===== config.mk =====
export PLATFORM = sky130hd
export DESIGN_NAME = char_lcd_nibble_sequencer
export DESIGN_NICKNAME = d
export VERILOG_FILES = /design/src/rtl/core/lcdns_pkg.sv /design/src/rtl/core/char_lcd_nibble_sequencer.sv
export SDC_FILE = /design/constraint.sdc
export NUM_CORES = 1
export LEC_CHECK = 0
export ABC_AREA = 1
export BUFFER_PORTS_ARGS = -buffer_cell sky130_fd_sc_hd__buf_4
export CAP_MARGIN = 10
export CORE_MARGIN = 2
export CORE_UTILIZATION = 58
export CTS_BUF_LIST = sky130_fd_sc_hd__clkbuf_8
export CTS_CLUSTER_SIZE = 24
export DETAILED_ROUTE_END_ITERATION = 10
export PLACE_DENSITY = 0.86
export SLEW_MARGIN = 30
export SYNTH_ARGS = -nofsm -noshare
export SYNTH_HDL_FRONTEND = slang
export SYNTH_SLANG_ARGS = --single-unit

===== constraint.sdc =====
create_clock -name aclk -period 4.7 [get_ports aclk]
set_input_delay 0 -clock aclk [delete_from_list [all_inputs] [get_ports aclk]]
set_output_delay 0 -clock aclk [all_outputs]
set_load 0.02 [all_outputs]

===== src/rtl/core/lcdns_pkg.sv =====
// Package for the character LCD nibble sequencer.
// Holds the microcode word, the program ROM and the wait table.
// No dependencies.
`default_nettype none

package lcdns_pkg;

    // Request kinds on s_tuser
    localparam logic [3:0] REQ_INIT    = 4'd0;
    localparam logic [3:0] REQ_RELEASE = 4'd1;
    localparam logic [3:0] REQ_CLEAR   = 4'd2;
    localparam logic [3:0] REQ_HOME    = 4'd3;
    localparam logic [3:0] REQ_CHAR    = 4'd4;
    localparam logic [3:0] REQ_MOVE    = 4'd5;
    localparam logic [3:0] REQ_DISPLAY = 4'd6;
    localparam logic [3:0] REQ_CURSOR  = 4'd7;
    localparam logic [3:0] REQ_BLINK   = 4'd8;

    // Program addresses
    localparam logic [3:0] PC_INIT  = 4'd0;
    localparam logic [3:0] PC_CLEAR = 4'd9;
    localparam logic [3:0] PC_HOME  = 4'd10;
    localparam logic [3:0] PC_CHAR  = 4'd11;
    localparam logic [3:0] PC_MOVE  = 4'd12;
    localparam logic [3:0] PC_DISP  = 4'd13;
    localparam logic [3:0] PC_ERROR = 4'd14;

    // Byte source of a step
    localparam logic [1:0] SRC_CONST = 2'd0;
    localparam logic [1:0] SRC_OPND  = 2'd1;
    localparam logic [1:0] SRC_DISP  = 2'd2;

    // Wait codes for the final byte of a step
    localparam logic [2:0] W_4500 = 3'd0;
    localparam logic [2:0] W_150  = 3'd1;
    localparam logic [2:0] W_250  = 3'd2;
    localparam logic [2:0] W_110  = 3'd3;
    localparam logic [2:0] W_5110 = 3'd4;
    localparam logic [2:0] W_5010 = 3'd5;
    localparam logic [2:0] W_1610 = 3'd6;
    localparam logic [2:0] W_60   = 3'd7;

    localparam logic [12:0] WAIT_EN_HIGH = 13'd2;
    localparam logic [12:0] WAIT_NIBBLE  = 13'd10;

    // Move command parts
    localparam logic [7:0] MOVE_CMD = 8'h80;
    localparam logic [7:0] MAX_COL  = 8'h27;
    localparam logic [7:0] ROW1_OFS = 8'h40;

    typedef struct packed {
        logic [1:0] src;       // byte source
        logic [7:0] cbyte;     // constant byte
        logic       rs;        // register select (data)
        logic       nib_only;  // send the high nibble only
        logic [2:0] wcode;     // wait code of the final byte
        logic       last;      // final step of the program
        logic       err;       // error result step
    } ctrl_word_t;

    function automatic ctrl_word_t cw(input logic [1:0] src, input logic [7:0] cbyte,
                                      input logic rs, input logic nib,
                                      input logic [2:0] wcode, input logic last);
        ctrl_word_t w;
        w.src      = src;
        w.cbyte    = cbyte;
        w.rs       = rs;
        w.nib_only = nib;
        w.wcode    = wcode;
        w.last     = last;
        w.err      = 1'b0;
        return w;
    endfunction

    // Program ROM: wake-up nibbles, setup commands, request entries and an error step
    function automatic ctrl_word_t prog_rom(input logic [3:0] pc);
        ctrl_word_t w;
        unique case (pc)
            4'd0:    w = cw(SRC_CONST, 8'h30, 1'b0, 1'b1, W_4500, 1'b0);
            4'd1:    w = cw(SRC_CONST, 8'h30, 1'b0, 1'b1, W_150,  1'b0);
            4'd2:    w = cw(SRC_CONST, 8'h30, 1'b0, 1'b1, W_150,  1'b0);
            4'd3:    w = cw(SRC_CONST, 8'h20, 1'b0, 1'b1, W_250,  1'b0);
            4'd4:    w = cw(SRC_CONST, 8'h28, 1'b0, 1'b0, W_110,  1'b0);
            4'd5:    w = cw(SRC_CONST, 8'h14, 1'b0, 1'b0, W_110,  1'b0);
            4'd6:    w = cw(SRC_DISP,  8'h00, 1'b0, 1'b0, W_110,  1'b0);
            4'd7:    w = cw(SRC_CONST, 8'h06, 1'b0, 1'b0, W_110,  1'b0);
            4'd8:    w = cw(SRC_CONST, 8'h01, 1'b0, 1'b0, W_5110, 1'b1);
            4'd9:    w = cw(SRC_CONST, 8'h01, 1'b0, 1'b0, W_5010, 1'b1);
            4'd10:   w = cw(SRC_CONST, 8'h02, 1'b0, 1'b0, W_1610, 1'b1);
            4'd11:   w = cw(SRC_OPND,  8'h00, 1'b1, 1'b0, W_60,   1'b1);
            4'd12:   w = cw(SRC_OPND,  8'h00, 1'b0, 1'b0, W_60,   1'b1);
            4'd13:   w = cw(SRC_DISP,  8'h00, 1'b0, 1'b0, W_60,   1'b1);
            default: begin
                // error result step
                w     = cw(SRC_CONST, 8'h00, 1'b0, 1'b1, W_60, 1'b1);
                w.err = 1'b1;
            end
        endcase
        return w;
    endfunction

    function automatic logic [12:0] wait_of(input logic [2:0] code);
        logic [12:0] v;
        unique case (code)
            W_4500:  v = 13'd4500;
            W_150:   v = 13'd150;
            W_250:   v = 13'd250;
            W_110:   v = 13'd110;
            W_5110:  v = 13'd5110;
            W_5010:  v = 13'd5010;
            W_1610:  v = 13'd1610;
            default: v = 13'd60;
        endcase
        return v;
    endfunction

endpackage

`default_nettype wire


===== src/rtl/core/char_lcd_nibble_sequencer.sv =====
// Character LCD nibble sequencer, top level.
// Microcoded: program ROM and wait table from lcdns_pkg.
//
//  channel | dir | accept               | carries
//  s_      | in  | s_tvalid & s_tready  | one LCD request
//  m_      | out | m_tvalid & m_tready  | one expander byte with its wait
//
// One expander byte per cycle while the output is taken. A request holds the
// input busy until its last byte is emitted: init 28 bytes, clear/home/char/move/
// display/cursor/blink 4 each, an error result 1, release none.
// The step counter and a 2-bit byte phase set the byte count; a new request is
// taken the cycle after the last byte leaves the sequencer.
// aresetn (synchronous) clears the flags, the sequencer and the output valid.
// A stalled output holds the sequencer; the input stays ready whenever idle.
`default_nettype none

module char_lcd_nibble_sequencer (
    input  wire logic        aclk,
    input  wire logic        aresetn,
    input  wire logic        s_tvalid,
    output logic             s_tready,
    input  wire logic [31:0] s_tdata,   // char_code[7:0], row_index[15:8],
                                        // col_index[23:16], enable_flag[24], zero fill
    input  wire logic [3:0]  s_tuser,   // req_type
    output logic             m_tvalid,
    input  wire logic        m_tready,
    output logic [23:0]      m_tdata,   // port_byte[7:0], wait_us[20:8], zero fill
    output logic             m_tlast,   // last_of_run
    output logic             m_tuser    // not_attached_error
);

    // State flags
    logic attached_reg, attached_next;
    logic bl_reg, bl_next;
    logic disp_reg, disp_next;
    logic curs_reg, curs_next;
    logic blink_reg, blink_next;

    // Sequencer
    logic       run_reg, run_next;
    logic [3:0] pc_reg, pc_next;
    logic [1:0] ph_reg, ph_next;
    logic [7:0] opnd_reg, opnd_next;

    // Output register
    logic        mv_reg, mv_next;
    logic [7:0]  mbyte_reg, mbyte_next;
    logic [12:0] mwait_reg, mwait_next;
    logic        mlast_reg, mlast_next;
    logic        merr_reg, merr_next;

    lcdns_pkg::ctrl_word_t cw;
    logic       s_acc;
    logic       emit;
    logic       step_end;
    logic [7:0] src_byte;
    logic [7:0] disp_byte;
    logic [3:0] nib;
    logic [7:0] row_c;
    logic [7:0] col_c;
    logic [3:0] req;

    assign req       = s_tuser;
    assign s_tready  = !run_reg;
    assign s_acc     = s_tvalid && s_tready;
    assign emit      = run_reg && (!mv_reg || m_tready);
    assign cw        = lcdns_pkg::prog_rom(pc_reg);
    assign disp_byte = {4'b0000, 1'b1, disp_reg, curs_reg, blink_reg};

    // Move target clamp
    assign row_c = (s_tdata[15:8] != 8'd0) ? lcdns_pkg::ROW1_OFS : 8'd0;
    assign col_c = (s_tdata[23:16] > lcdns_pkg::MAX_COL) ? lcdns_pkg::MAX_COL
                                                          : s_tdata[23:16];

    // Datapath: byte source and nibble select
    always_comb begin
        unique case (cw.src)
            lcdns_pkg::SRC_OPND: src_byte = opnd_reg;
            lcdns_pkg::SRC_DISP: src_byte = disp_byte;
            default:             src_byte = cw.cbyte;
        endcase
        nib      = ph_reg[1] ? src_byte[3:0] : src_byte[7:4];
        step_end = cw.err || (ph_reg[0] && (cw.nib_only || ph_reg[1]));
    end

    // Request decode and flag updates
    always_comb begin
        attached_next = attached_reg;
        bl_next       = bl_reg;
        disp_next     = disp_reg;
        curs_next     = curs_reg;
        blink_next    = blink_reg;
        run_next      = run_reg;
        pc_next       = pc_reg;
        ph_next       = ph_reg;
        opnd_next     = opnd_reg;

        if (emit) begin
            if (step_end) begin
                ph_next = 2'd0;
                if (cw.last) begin
                    run_next = 1'b0;
                end else begin
                    pc_next = pc_reg + 4'd1;
                end
            end else begin
                ph_next = ph_reg + 2'd1;
            end
        end

        if (s_acc) begin
            ph_next = 2'd0;
            if (req == lcdns_pkg::REQ_CHAR) begin
                opnd_next = s_tdata[7:0];
            end else begin
                opnd_next = lcdns_pkg::MOVE_CMD | (row_c + col_c);
            end
            priority if (req > lcdns_pkg::REQ_BLINK) begin
                // unknown request: dropped
            end else if (req == lcdns_pkg::REQ_RELEASE) begin
                attached_next = 1'b0;
                bl_next       = 1'b0;
            end else if (req == lcdns_pkg::REQ_INIT) begin
                attached_next = 1'b1;
                bl_next       = 1'b1;
                disp_next     = 1'b1;
                curs_next     = 1'b1;
                blink_next    = 1'b1;
                run_next      = 1'b1;
                pc_next       = lcdns_pkg::PC_INIT;
            end else if (!attached_reg) begin
                run_next = 1'b1;
                pc_next  = lcdns_pkg::PC_ERROR;
            end else begin
                run_next = 1'b1;
                unique case (req)
                    lcdns_pkg::REQ_CLEAR: pc_next = lcdns_pkg::PC_CLEAR;
                    lcdns_pkg::REQ_HOME:  pc_next = lcdns_pkg::PC_HOME;
                    lcdns_pkg::REQ_CHAR:  pc_next = lcdns_pkg::PC_CHAR;
                    lcdns_pkg::REQ_MOVE:  pc_next = lcdns_pkg::PC_MOVE;
                    lcdns_pkg::REQ_DISPLAY: begin
                        pc_next   = lcdns_pkg::PC_DISP;
                        disp_next = s_tdata[24];
                    end
                    lcdns_pkg::REQ_CURSOR: begin
                        pc_next   = lcdns_pkg::PC_DISP;
                        curs_next = s_tdata[24];
                    end
                    default: begin
                        pc_next    = lcdns_pkg::PC_DISP;
                        blink_next = s_tdata[24];
                    end
                endcase
            end
        end
    end

    // Output register load
    always_comb begin
        mv_next    = mv_reg && !m_tready;
        mbyte_next = mbyte_reg;
        mwait_next = mwait_reg;
        mlast_next = mlast_reg;
        merr_next  = merr_reg;
        if (emit) begin
            mv_next    = 1'b1;
            mlast_next = step_end && cw.last;
            merr_next  = cw.err;
            if (cw.err) begin
                mbyte_next = 8'd0;
                mwait_next = 13'd0;
            end else begin
                mbyte_next = {nib, bl_reg, !ph_reg[0], 1'b0, cw.rs};
                if (!ph_reg[0]) begin
                    mwait_next = lcdns_pkg::WAIT_EN_HIGH;
                end else if (step_end) begin
                    mwait_next = lcdns_pkg::wait_of(cw.wcode);
                end else begin
                    mwait_next = lcdns_pkg::WAIT_NIBBLE;
                end
            end
        end
    end

    // Control registers
    always_ff @(posedge aclk) begin
        if (!aresetn) begin
            attached_reg <= 1'b0;
            bl_reg       <= 1'b0;
            disp_reg     <= 1'b0;
            curs_reg     <= 1'b0;
            blink_reg    <= 1'b0;
            run_reg      <= 1'b0;
            pc_reg       <= 4'd0;
            ph_reg       <= 2'd0;
            mv_reg       <= 1'b0;
        end else begin
            attached_reg <= attached_next;
            bl_reg       <= bl_next;
            disp_reg     <= disp_next;
            curs_reg     <= curs_next;
            blink_reg    <= blink_next;
            run_reg      <= run_next;
            pc_reg       <= pc_next;
            ph_reg       <= ph_next;
            mv_reg       <= mv_next;
        end
    end

    // Payload registers
    always_ff @(posedge aclk) begin
        opnd_reg  <= opnd_next;
        mbyte_reg <= mbyte_next;
        mwait_reg <= mwait_next;
        mlast_reg <= mlast_next;
        merr_reg  <= merr_next;
    end

    assign m_tvalid = mv_reg;
    assign m_tdata  = {3'b000, mwait_reg, mbyte_reg};
    assign m_tlast  = mlast_reg;
    assign m_tuser  = merr_reg;

    // Error result is a lone, empty byte
    a_err_empty: assert property (@(posedge aclk) disable iff (!aresetn)
        m_tvalid && m_tuser |-> m_tdata[20:0] == 21'd0 && m_tlast)
        else $error("error result carries data");

    // Enable-high bytes always wait the short strobe time, and only they do
    a_strobe_wait: assert property (@(posedge aclk) disable iff (!aresetn)
        m_tvalid && !m_tuser |-> m_tdata[2] == (m_tdata[20:8] == lcdns_pkg::WAIT_EN_HIGH))
        else $error("enable strobe and wait disagree");

    // The program stops right after its final byte
    a_run_stop: assert property (@(posedge aclk) disable iff (!aresetn)
        emit && step_end && cw.last |=> !run_reg && m_tlast)
        else $error("sequencer ran past final step");

    // The enable-low byte that ends a pulse carries the step's register select
    a_rs_hold: assert property (@(posedge aclk) disable iff (!aresetn)
        emit && ph_reg[0] && !cw.err |=> m_tdata[0] == $past(cw.rs))
        else $error("register select changed within a nibble");

endmodule

`default_nettype wire


======== Word-level counts from Yosys, hierarchy flattened ========
Memories as Yosys holds them, arrays and structs flattened. A register that Yosys moved wholly into a read port is not among the register bits.
Cells that the tools add are included.
operators by class
  add/sub/neg operators ................... 3
  order comparisons ....................... 2
  equality and inequality tests ........... 16
  multiplexer cells ....................... 37
  bitwise operators ....................... 5
  reductions and logical operators ........ 27
operator list
  cell                                                 number
  one-hot mux 13 bit (7 select lines)                  1
  2-to-1 mux 4 bit                                     10
  2-to-1 mux 7 bit                                     3
  2-to-1 mux 1 bit                                     18
  equality test 4 x 3 -> 1 bit, second input constant  4
  one-hot mux 8 bit (2 select lines)                   1
  AND reduction 5 bit                                  3
  one-hot mux 3 bit (4 select lines)                   1
  equality test 3 bit, second input constant           3
  equality test 4 x 2 -> 1 bit, second input constant  2
  > comparator 8 x 6 -> 1 bit, second input constant   1
  nonzero test 2 bit                                   4
  nonzero test 8 bit                                   1
  adder 7 bit                                          1
  equality test 3 x 2 -> 1 bit, second input constant  2
  OR reduction 6 bit                                   1
  logical AND 1 bit                                    5
  NOT 1 bit                                            5
  adder 4 x 1 -> 4 bit, second input constant          1
  equality test 4 x 1 -> 1 bit, second input constant  1
  > comparator 4 bit, second input constant            1
  logical NOT 1 bit                                    4
  logical NOT 4 bit                                    1
  2-to-1 mux 2 bit                                     2
  other kinds (11)                                     14
storage, ports and cells
  register bits after elaboration ......... 43
  ROM bits ................................ 240
  input bits .............................. 40
  output and inout port bits .............. 28
  logic and storage cells ................. 108
  memories ................................ 1
memories
  name             depth  bits a word  read ports  clocked after Yosys merged registers in  wr ports  RTL line         text
  (no name shown)  16     15           1           1                                        0         lcdns_pkg.sv:78  unique case (pc)

======== Longest topological paths before layout ========
  word-level depth ........................ 9
  depth in mapped cells ................... 13
  gate-level depth less buffers ........... 13

======== Worst setup path after synthesis ========
Ideal clock, no wire load.
  path type ............................... reg-to-reg
  start ................................... reg mv_reg, in the netlist m_tvalid
  end ..................................... reg, netlist name cw[3]
  library setup time ...................... 0.113 ns
  arrival time ............................ 1.617 ns
  data required time ...................... 4.587 ns
  slack ................................... 2.970 ns
  stages on the path, launching flop included .. 12
  path buffers ............................ 0
  period minus slack after synthesis ...... 1.730 ns
  path through ............................ dfxtp_1 -> nand2_1 -> nand2_4 -> clkinv_2 -> nand3_1 -> nand2_1 -> nand3_1 -> nand2_2 -> inv_4 -> nand2_4 -> nor2_2 -> nor2_2
on the way
  longest elaborated chain between the ends .. 8
ends and longest elaborated chain
  element                              RTL line                          text
  from (decl)                          char_lcd_nibble_sequencer.sv:46   logic mv_reg, mv_next;
  from (signal assigned)               char_lcd_nibble_sequencer.sv:206  mv_reg <= mv_next;
  logical NOT 1 bit *                  char_lcd_nibble_sequencer.sv:66   assign emit = run_reg && (!mv_reg || m_tready);
  logical OR 1 bit *                   char_lcd_nibble_sequencer.sv:66
  logical AND 1 bit *                  char_lcd_nibble_sequencer.sv:66
  2-to-1 mux 4 bit *                   char_lcd_nibble_sequencer.sv:98   if (emit) begin
  2-to-1 mux 4 bit                     char_lcd_nibble_sequencer.sv:120  end else if (req == lcdns_pkg::REQ_RELEASE) begin
  2-to-1 mux 4 bit                     char_lcd_nibble_sequencer.sv:118  priority if (req > lcdns_pkg::REQ_BLINK) begin
  2-to-1 mux 4 bit *                   char_lcd_nibble_sequencer.sv:111  if (s_acc) begin
  2-to-1 mux 4 bit (no source line) *  --
Every way passes the cells marked *; elsewhere a longest branch is shown, timed or not.
A chain may end at the register's enable or synchronous reset.

======== Worst setup path after layout ========
  start ................................... in s_tuser[0]
  end ..................................... reg opnd_reg[4], data pin
on the way
  longest elaborated chain between the ends .. 2
ends and longest elaborated chain
  element                       RTL line                          text
  from (decl)                   char_lcd_nibble_sequencer.sv:24   input wire logic [3:0] s_tuser,
  equality test 4 x 3 -> 1 bit  char_lcd_nibble_sequencer.sv:113  if (req == lcdns_pkg::REQ_CHAR) begin
  2-to-1 mux 7 bit              char_lcd_nibble_sequencer.sv:113
  to (signal assigned)          char_lcd_nibble_sequencer.sv:212  opnd_reg <= opnd_next;
  to (decl)                     char_lcd_nibble_sequencer.sv:43   logic [7:0] opnd_reg, opnd_next;
No other way between the ends.

==> metrics.txt <==
Total Power about 990 uW; #FFs+latches synth 53; GR Util met1 26.5%; Leak 1.38 nW; P per Cell Area 305 mW/mm2; Setup crit end kind register; Hold Vio Cnt, Final 0; Final WS setup 2730 ps; WL per Instance around 13 um; CTS H-Tree Depth 2; first-pass GRT wire length ~9.1 mm; num ports slightly below 70; most used routing layer met2; Num CTS Buffers 5; crit path launch type input pin; critical path's largest stage delay ~580 ps; Routed Wire Length about 5.5 mm; initial antenna violation count 0; fin area ~0.0032 mm2; Bufs on Longest Clock Path 2; detailed-route DRC error count 0; chip width a little over 70 um; clock root cell clkbuf_8; CP Depth 8; post-synthesis sequential area ratio around half; DR vias/cell 5.32; Crit path top cell by count dlygate4sd3_1; global route overflow 0; post-synth cell types 39; Syn Area/Cell a little under 9 um2; WHS 1.85 ps; Final min period just under 2000 ps; yosys warns 0; final setup fails 0; post-synthesis cell count 297; area of the core about 0.0044 mm2; Clk Latency, worst-skew pair around 310 ps; die span in y between 70 and 80 um; Worst Skew ~9.8 ps; number of I/O port buffers 54; Final Non-Filler Cells about 410; Post-DRT Antenna Nets 0; max reg flops 14; share of layout cells above drive strength 1 27.7%; DRT iter0 DRCs just over 90; final HPWL from detailed placement 4.12 mm; crit path max-delay cell type dlygate4sd3_1; placer congestion estimate 0.867; Synth top area share just over 30%; WP data required between 4000 and 5000 ps; Synth Cell Area ~0.0027 mm2; final cycle utilization of the critical path 41.9%; Clk pin slew, worst setup/hold paths roughly 90 ps; Initial Utilization between 60 and 70%; GRT Total Usage 22.6%; ant diodes 0; dpl cells 398; depth of the worst register-to-register path 11; crit-path max FO 9; Worst Path Arrival about 2000 ps; Synth area leader edfxtp_1; Syn-to-layout area delta 22.3%; Crit Path Class input pin to register; DIE AREA ~0.0051 mm2; f_max 0.507 GHz; count of final max-slew check failures 0; CTS tree done; placed cell area 0.00306 mm2; fin nets between 400 and 500; Via Count 2198; largest net degree at the start of global routing 26; Max IR drop VDD between 0.0001 and 0.00015 V; CP Cell Sequence dlygate4sd3_1 -> buf_4 -> nor2_4 -> nand2_2 -> inv_1 -> nor3_2 -> a22o_1 -> dlygate4sd3_1; unrepaired setup endpoints after global routing false; Detailed Routing Iterations Pass 1 4; Row Count 24; dpl ws 2900 ps; status finished, final reports clean; Hold Path Depth 2; clock sinks 53; Final Util between 70% and 80%; GR Util met2 between 30% and 40%; critical path buffer and inverter count 4; post-cts resize count 0; CP top delay family buffers and inverters; M3 GR Usage under 10%; ranking of synthesized cells by area edfxtp_1, dfxtp_1, nand2_1, nor2_1, inv_1; sum of negative setup slack 0 ps; vias in the first global route 2074; Hold/Removal Path Class input pin to register; Max Cap Viol 0
-- synth_stat cells --
cell type	count
a21oi_1	15
inv_2	4
or2_2	2
conb_1	1
o21ai_2	1
ha_1	3
a311oi_1	1
nand2_1	44
nor3_2	2
o211ai_1	1
nand3_2	3
buf_4	7
a211oi_1	2
nand4_1	3
clkbuf_1	1
o21ai_0	13
clkinv_2	1
clkbuf_8	1
nor2_8	1
a221oi_1	3
a22o_1	2
a22oi_1	2
nor2_4	4
nor2_1	36
inv_4	1
nand2_4	8
o21ai_1	3
edfxtp_1	27
buf_2	1
nor4_1	3
nor3_1	6
dfxtp_1	26
nand3_4	1
a31oi_1	3
nand2_2	7
clkinv_1	1
inv_1	31
nand3_1	21
nor2_2	5
-- final timing paths --
path / start / end / slack (ps)
worst min register to register: cw[6]$_SDFF_PP0_ / mbyte_reg[0]$_SDFFCE_PP0N_ / 540
worst min-delay path: s_tdata[3] / opnd_reg[3]$_DFFE_PP_ / 2
worst max register to register: m_tvalid$_SDFF_PN0_ / cw[3]$_DFF_P_ / 2850
worst max-delay path: s_tuser[0] / opnd_reg[4]$_DFFE_PP_ / 2730
-- where the power goes --
group,leakage (nW),switching (mW),internal [mW]
registers,0.447,0.0148,0.513
clock network,0.0570,0.146,0.155
logic,0.876,0.0982,0.0621
-- layout by cell type (no fill, tap or decap), types with 2 or more instances in the layout --
master         synthesis  final
a211oi_1               2      2
nand2_2                7      7
nor4_1                 3      3
inv_2                  4      4
edfxtp_1              27     27
nand3_2                3      3
dfxtp_1               26     26
or2_2                  2      2
conb_1                 1      6
buf_4                  7     54
nand4_1                3      3
nor2_1                36     36
nand3_1               21     21
nand2_4                8      8
a31oi_1                3      3
dlygate4sd3_1          0      7
nor2_2                 5      5
a22o_1                 2      2
inv_1                 31     32
nor3_2                 2      2
nor3_1                 6      6
nor2_4                 4      4
a221oi_1               3      3
clkbuf_8               1      5
clkinv_1               1      2
nand2_1               44     44
o21ai_1                3      3
ha_1                   3      3
a22oi_1                2      2
a21oi_1               15     15
o21ai_0               13     13
-- layer usage --
layer | up-vias | wire length (um)
met3 | 12 | 262
met4 | 0 | 159
li1 | 1106 | -
met2 | 71 | 2780
met1 | 1009 | 2320
met5 | - | 0
-- timing repair --
action,CTS,global route
hold endpoints to repair,6,0
hold buffers,7,0
buffers inserted,0,0
-- cell type report --
| class | instances | area [um2] |
|---|---|---|
| multi-input combinational | 201 | 1120 |
| clock buffer | 5 | 68.8 |
| fill | 342 | 1140 |
| tap | 52 | 65.1 |
| inverter | 38 | 146 |
| sequential | 53 | 1330 |
| clock inverter | 3 | 37.5 |
| timing repair buffer | 61 | 475 |
-- kinds of logic after synthesis --
family                     Yosys count  share of synthesized area (%)
and+or+nand+nor                    146                           29.6
DFF                                 53                           50.2
buffers and inverters               48                           8.36
AOI/OAI and AO/OA                   46                           10.3
adders and majority gates            3                           1.42
other                                1                          0.142
No activity file was read; power rests on OpenSTA's default activity.
